[config.mk]
export PLATFORM = sky130hd
export DESIGN_NAME = sawlc_set_eval
export DESIGN_NICKNAME = d
export VERILOG_FILES = /design/src/hw/rtl/sawlc_pkg.sv /design/src/hw/rtl/sawlc_set_eval.sv
export SDC_FILE = /design/constraint.sdc
export NUM_CORES = 1
export LEC_CHECK = 0
export CAP_MARGIN = 15
export CORE_MARGIN = 8
export CORE_UTILIZATION = 23
export DETAILED_ROUTE_END_ITERATION = 16
export DONT_BUFFER_PORTS = 1
export PLACE_DENSITY_LB_ADDON = 0.05
export RECOVER_POWER = 100
export SLEW_MARGIN = 20
export SYNTH_ARGS = -nofsm -noshare
export SYNTH_HDL_FRONTEND = slang
export SYNTH_SLANG_ARGS = --single-unit
[constraint.sdc]
create_clock -name vclk -period 10
set_input_delay 0.5 -clock vclk [all_inputs]
set_output_delay 0.5 -clock vclk [all_outputs]
set_load 0.01 [all_outputs]
[src/hw/rtl/sawlc_pkg.sv]
// Shared types and constants for the set-associative write-back LRU cache level.
// Holds the request/response payloads, per-way metadata and configuration codes.
// No dependencies.
package sawlc_pkg;

    // Fixed widths of the channel fields.
    localparam int ADDR_W = 48;
    localparam int RANK_W = 4;
    localparam int CFG_IDX_W = 2;
    localparam int CFG_DATA_W = 4;

    // Default sizing of the storage.
    localparam int DEF_ADDR_BITS = 48;
    localparam int DEF_MAX_SETS = 1024;
    localparam int DEF_MAX_WAYS = 16;

    // Reset values of the configuration registers.
    localparam logic [3:0] RST_BLOCK_OFFSET_BITS = 4'd6;
    localparam logic [3:0] RST_SET_INDEX_BITS = 4'd10;
    localparam logic [2:0] RST_WAY_SELECT_BITS = 3'd2;

    // Rank given to every way after reset; rank 0 is the most recently used.
    localparam logic [RANK_W-1:0] RANK_OLDEST = 4'd15;

    typedef enum logic [CFG_IDX_W-1:0] {
        CFG_BLOCK_OFFSET = 2'd0,
        CFG_SET_INDEX = 2'd1,
        CFG_WAY_SELECT = 2'd2
    } t_cfg_idx;

    typedef struct packed {
        logic is_write;
        logic [ADDR_W-1:0] access_address;
    } t_cache_req;

    typedef struct packed {
        logic hit;
        logic writeback_valid;
        logic [ADDR_W-1:0] writeback_address;
    } t_cache_rsp;

    typedef struct packed {
        logic valid;
        logic dirty;
        logic [RANK_W-1:0] rank;
    } t_way_meta;

    typedef struct packed {
        logic hit;
        logic writeback;
    } t_eval_flags;

endpackage

[src/hw/rtl/sawlc_set_eval.sv]
// Lookup and replacement logic for one cache set: tag match, LRU victim choice
// and the updated metadata row. Depends on sawlc_pkg.
module sawlc_set_eval #(
    parameter int NWAYS = 4,
    parameter int ADDR_BITS = sawlc_pkg::DEF_ADDR_BITS
) (
    input  logic [NWAYS-1:0]                 i_use,
    input  logic                             i_is_write,
    input  logic [ADDR_BITS-1:0]             i_tag,
    input  logic [NWAYS-1:0][ADDR_BITS-1:0]  i_tags,
    input  sawlc_pkg::t_way_meta [NWAYS-1:0] i_meta,
    output sawlc_pkg::t_way_meta [NWAYS-1:0] o_meta,
    output logic [NWAYS-1:0]                 o_fill,
    output logic [ADDR_BITS-1:0]             o_victim_tag,
    output sawlc_pkg::t_eval_flags           o_flags
);
    import sawlc_pkg::*;

    logic [NWAYS-1:0] hit_vec;
    logic [NWAYS-1:0] hit_1h;
    logic [NWAYS-1:0] oldest;
    logic [NWAYS-1:0] victim_1h;
    logic [NWAYS-1:0] touch_1h;
    logic hit;
    logic victim_dirty;
    logic [RANK_W-1:0] old_rank;

    always_comb begin
        for (int w = 0; w < NWAYS; w++) begin
            hit_vec[w] = i_use[w] & i_meta[w].valid & (i_tags[w] == i_tag);
        end
    end

    // Lowest matching way wins if a configuration change left duplicates.
    assign hit_1h = hit_vec & (~hit_vec + NWAYS'(1));
    assign hit = |hit_vec;

    // A way is a victim candidate if no way in use is strictly older.
    always_comb begin
        for (int w = 0; w < NWAYS; w++) begin
            oldest[w] = i_use[w];
            for (int v = 0; v < NWAYS; v++) begin
                if (i_use[v] && (i_meta[v].rank > i_meta[w].rank)) begin
                    oldest[w] = 1'b0;
                end
            end
        end
    end

    assign victim_1h = oldest & (~oldest + NWAYS'(1));
    assign touch_1h = hit ? hit_1h : victim_1h;

    always_comb begin
        old_rank = '0;
        o_victim_tag = '0;
        victim_dirty = 1'b0;
        for (int w = 0; w < NWAYS; w++) begin
            if (touch_1h[w]) begin
                old_rank = old_rank | i_meta[w].rank;
            end
            if (victim_1h[w]) begin
                o_victim_tag = o_victim_tag | i_tags[w];
                victim_dirty = victim_dirty | (i_meta[w].valid & i_meta[w].dirty);
            end
        end
    end

    always_comb begin
        for (int w = 0; w < NWAYS; w++) begin
            o_meta[w] = i_meta[w];
            if (touch_1h[w]) begin
                o_meta[w].rank = '0;
                if (hit) begin
                    o_meta[w].dirty = i_meta[w].dirty | i_is_write;
                end else begin
                    o_meta[w].valid = 1'b1;
                    o_meta[w].dirty = i_is_write;
                end
            end else if (i_use[w] && (i_meta[w].rank < old_rank)) begin
                o_meta[w].rank = i_meta[w].rank + RANK_W'(1);
            end
        end
    end

    assign o_fill = hit ? '0 : victim_1h;
    assign o_flags.hit = hit;
    assign o_flags.writeback = ~hit & victim_dirty;

endmodule

==> key figures <==
Run status
  • Status: finished, violations left
  • Failing checks: max-capacitance violations, max-slew violations

Yosys
  • Most instantiated cells after synthesis: nand2_1 (161), xor2_1 (101), xnor2_1 (79)
  • Post-Syn Area: ~0.0053 sq mm
  • Top cells by area, synth: xor2_1 (17%), xnor2_1 (13%), nand2_1 (11%)
  • Cells after Synth: 800
  • Area fraction of the dominant cell type after synthesis: around 17%
  • Top-count cell post-synth: nand2_1
  • Yosys Warn Count: 0
  • Leading area contributor after synthesis: xor2_1
  • Post-synthesis net count: between 1000 and 1500
  • Cell variety after synth: 74
  • Mean Syn Cell Area: 6.603 sq um
  • Sequential area share after synthesis: 0%

STA
  • Setup WS post-layout: about 2700 ps
  • Final hold vios: 0
  • Max_slew headroom: -69.40%
  • Peak Freq: between 0.1 and 0.15 GHz
  • Final setup viols: 0
  • RSZ-0062 raised after global routing: false
  • Setup TNS: 0 ps
  • Period utilization: between 70% and 80%
  • Post-route minimum period: roughly 7300 ps
  • Max Slew Vio Count: between 100 and 150
  • Slew @ Worst Pin: approximately 2500 ps

Routing
  • DR DRC count: 0
  • Routed Antenna Nets: 0
  • WL/cell: about 32 um
  • Vias/cell: 5.718
  • Total number of vias: approximately 6000
  • Initial DRT Pass Iterations: 5
  • Post-Route WL: ~33000 um
  • Initial DRC count: about 500

Floorplanning
  • Die ar.: between 0.02 and 0.03 sq mm
  • Height of the die: 167.6 um
  • I/O pin cnt: about 350
  • Core area: roughly 0.023 sq mm
  • # rows: 55
  • Initial core utilization: around a quarter
  • Die width: about 170 um

Pwr
  • PD cells: 66.12 mW/mm^2
  • Peak VDD IR: 0.00002216 V
  • Final Power: about 360 uW
  • Lkg Pwr: 0.002138 uW

Finish
  • Share of cells above drive strength 1: between 3 and 4%
  • Area delta synth->final: 4.358%
  • Seq. cell area: 0 sq um
  • Number of diodes: 0
  • Design area: 0.005513 sq mm
  • Number of clock-tree buffers in the layout: 0
  • Util after Layout: ~24%
  • Sequential cells: 0
  • Final nets: 1076

Worst setup path
  • CP Class: in -> out
  • Critical Path RT: about 9500 ps
  • Worst Path Arrival: 6780 ps
  • Max FO, Critical Path: 30
  • CP startpoint kind: input port
  • CP endpoint kind: output pin

Min path
  • HP Class: in -> out

Placement
  • Placed cell areas: 0.005545 sq mm
  • DP HPWL: 29220 um
  • # port buffers: 0
  • Dpl ws: ~3600 ps
  • Routability cong.: 0.9334

Global routing
  • First-pass GRT wire length: ~46000 um
  • Total global routing overflow: 0
  • GRT Util Overall: about 22%
  • Antenna violations before repair: 0
  • Via count of the first global-routing pass: roughly 6200
  • Largest net degree at the start of global routing: 60

Clock tree
  • Hold-fix buffers, CTS: 0
  • Post_cts resized: 0
  • Setup repair bufs after CTS: 0

Job
  • Maxcap violations: 3
layout make-up:
class              count  area (sq um)
fillers             2602         17060
multi-input cells    725          4980
well taps            285         356.6
inverters             39         146.4
repair buffers         5         30.03
cell families (layout without fill, tap and decap cells):
family	count (synthesis)	in the layout	synth area share, %
buffers and inverters	75	44	5.803
XOR/XNOR	180	180	29.84
AO/OA/AOI/OAI	154	154	23.05
AND/OR/NAND/NOR	348	348	31.34
multiplexers	6	6	1.255
adder cells (fa/ha/maj)	37	37	8.716
metrics by stage:
| step | hold WS (ps) | instances |
|---|---|---|
| 6_report | 1113 | 1054 |
| 5_1_grt | 1117 | 1054 |
| 4_1_cts | 1115 | 1054 |
| 3_5_place_dp | 1115 | 1054 |
| 3_3_place_gp | 1117 | 1054 |
| 2_1_floorplan | 1107 | 800 |
cell usage in the layout (no fill, tap or decap), drive strengths merged, types with 3 or more instances in the layout:
master,netlist,layout
a31oi,6,6
nand4,32,32
xor2,101,101
nor4,27,27
o21ai,23,23
o2111ai,3,3
inv,39,39
xnor2,79,79
a221oi,6,6
buf,11,3
and3,3,3
nand2b,11,11
o22ai,3,3
a221o,6,6
a21oi,19,19
a21o,3,3
mux2i,4,4
nand2,161,161
o211ai,3,3
nor3,8,8
a22o,48,48
a211o,3,3
or2,7,7
ha,36,36
a211oi,5,5
nor2b,6,6
nand3,57,57
nor2,26,26
metal layers:
metal  track usage (%)  up-vias  part of all wire [%]
met5                 0        -                     0
met4             3.766        0                   1.9
met3             7.336       24                   9.5
met2             43.68      307                    54
met1             22.21     2894                    35
li1                  -     2802                     -
worst max-delay path: stages:
cell	delay [ps]
inv_1	80
ha_1	310
o21ai_0	90
a21oi_1	180
o32ai_1	160
nor2_1	1530
buf_4	600
nand2_1	170
o21ai_0	380
and2_0	550
a221oi_1	360
ha_1	400
a211oi_1	640
nand2_1	170
or3_1	370
a21oi_1	270
power breakdown:
group	switching [uW]	internal, uW	leakage, uW	total (uW)
logic	231	133	0.00214	364
registers	0	0	0	0
clock network	0	0	0	0
total	231	133	0.00214	364
final timing paths:
kind | start | end | slack, ps | cells past startpoint
worst max-delay path | i_meta[14] | o_meta[3] | 2720 | 16
worst min-delay path | i_meta[5] | o_meta[5] | 1110 | 1
Note: power is estimated with default switching activity, not from simulation.
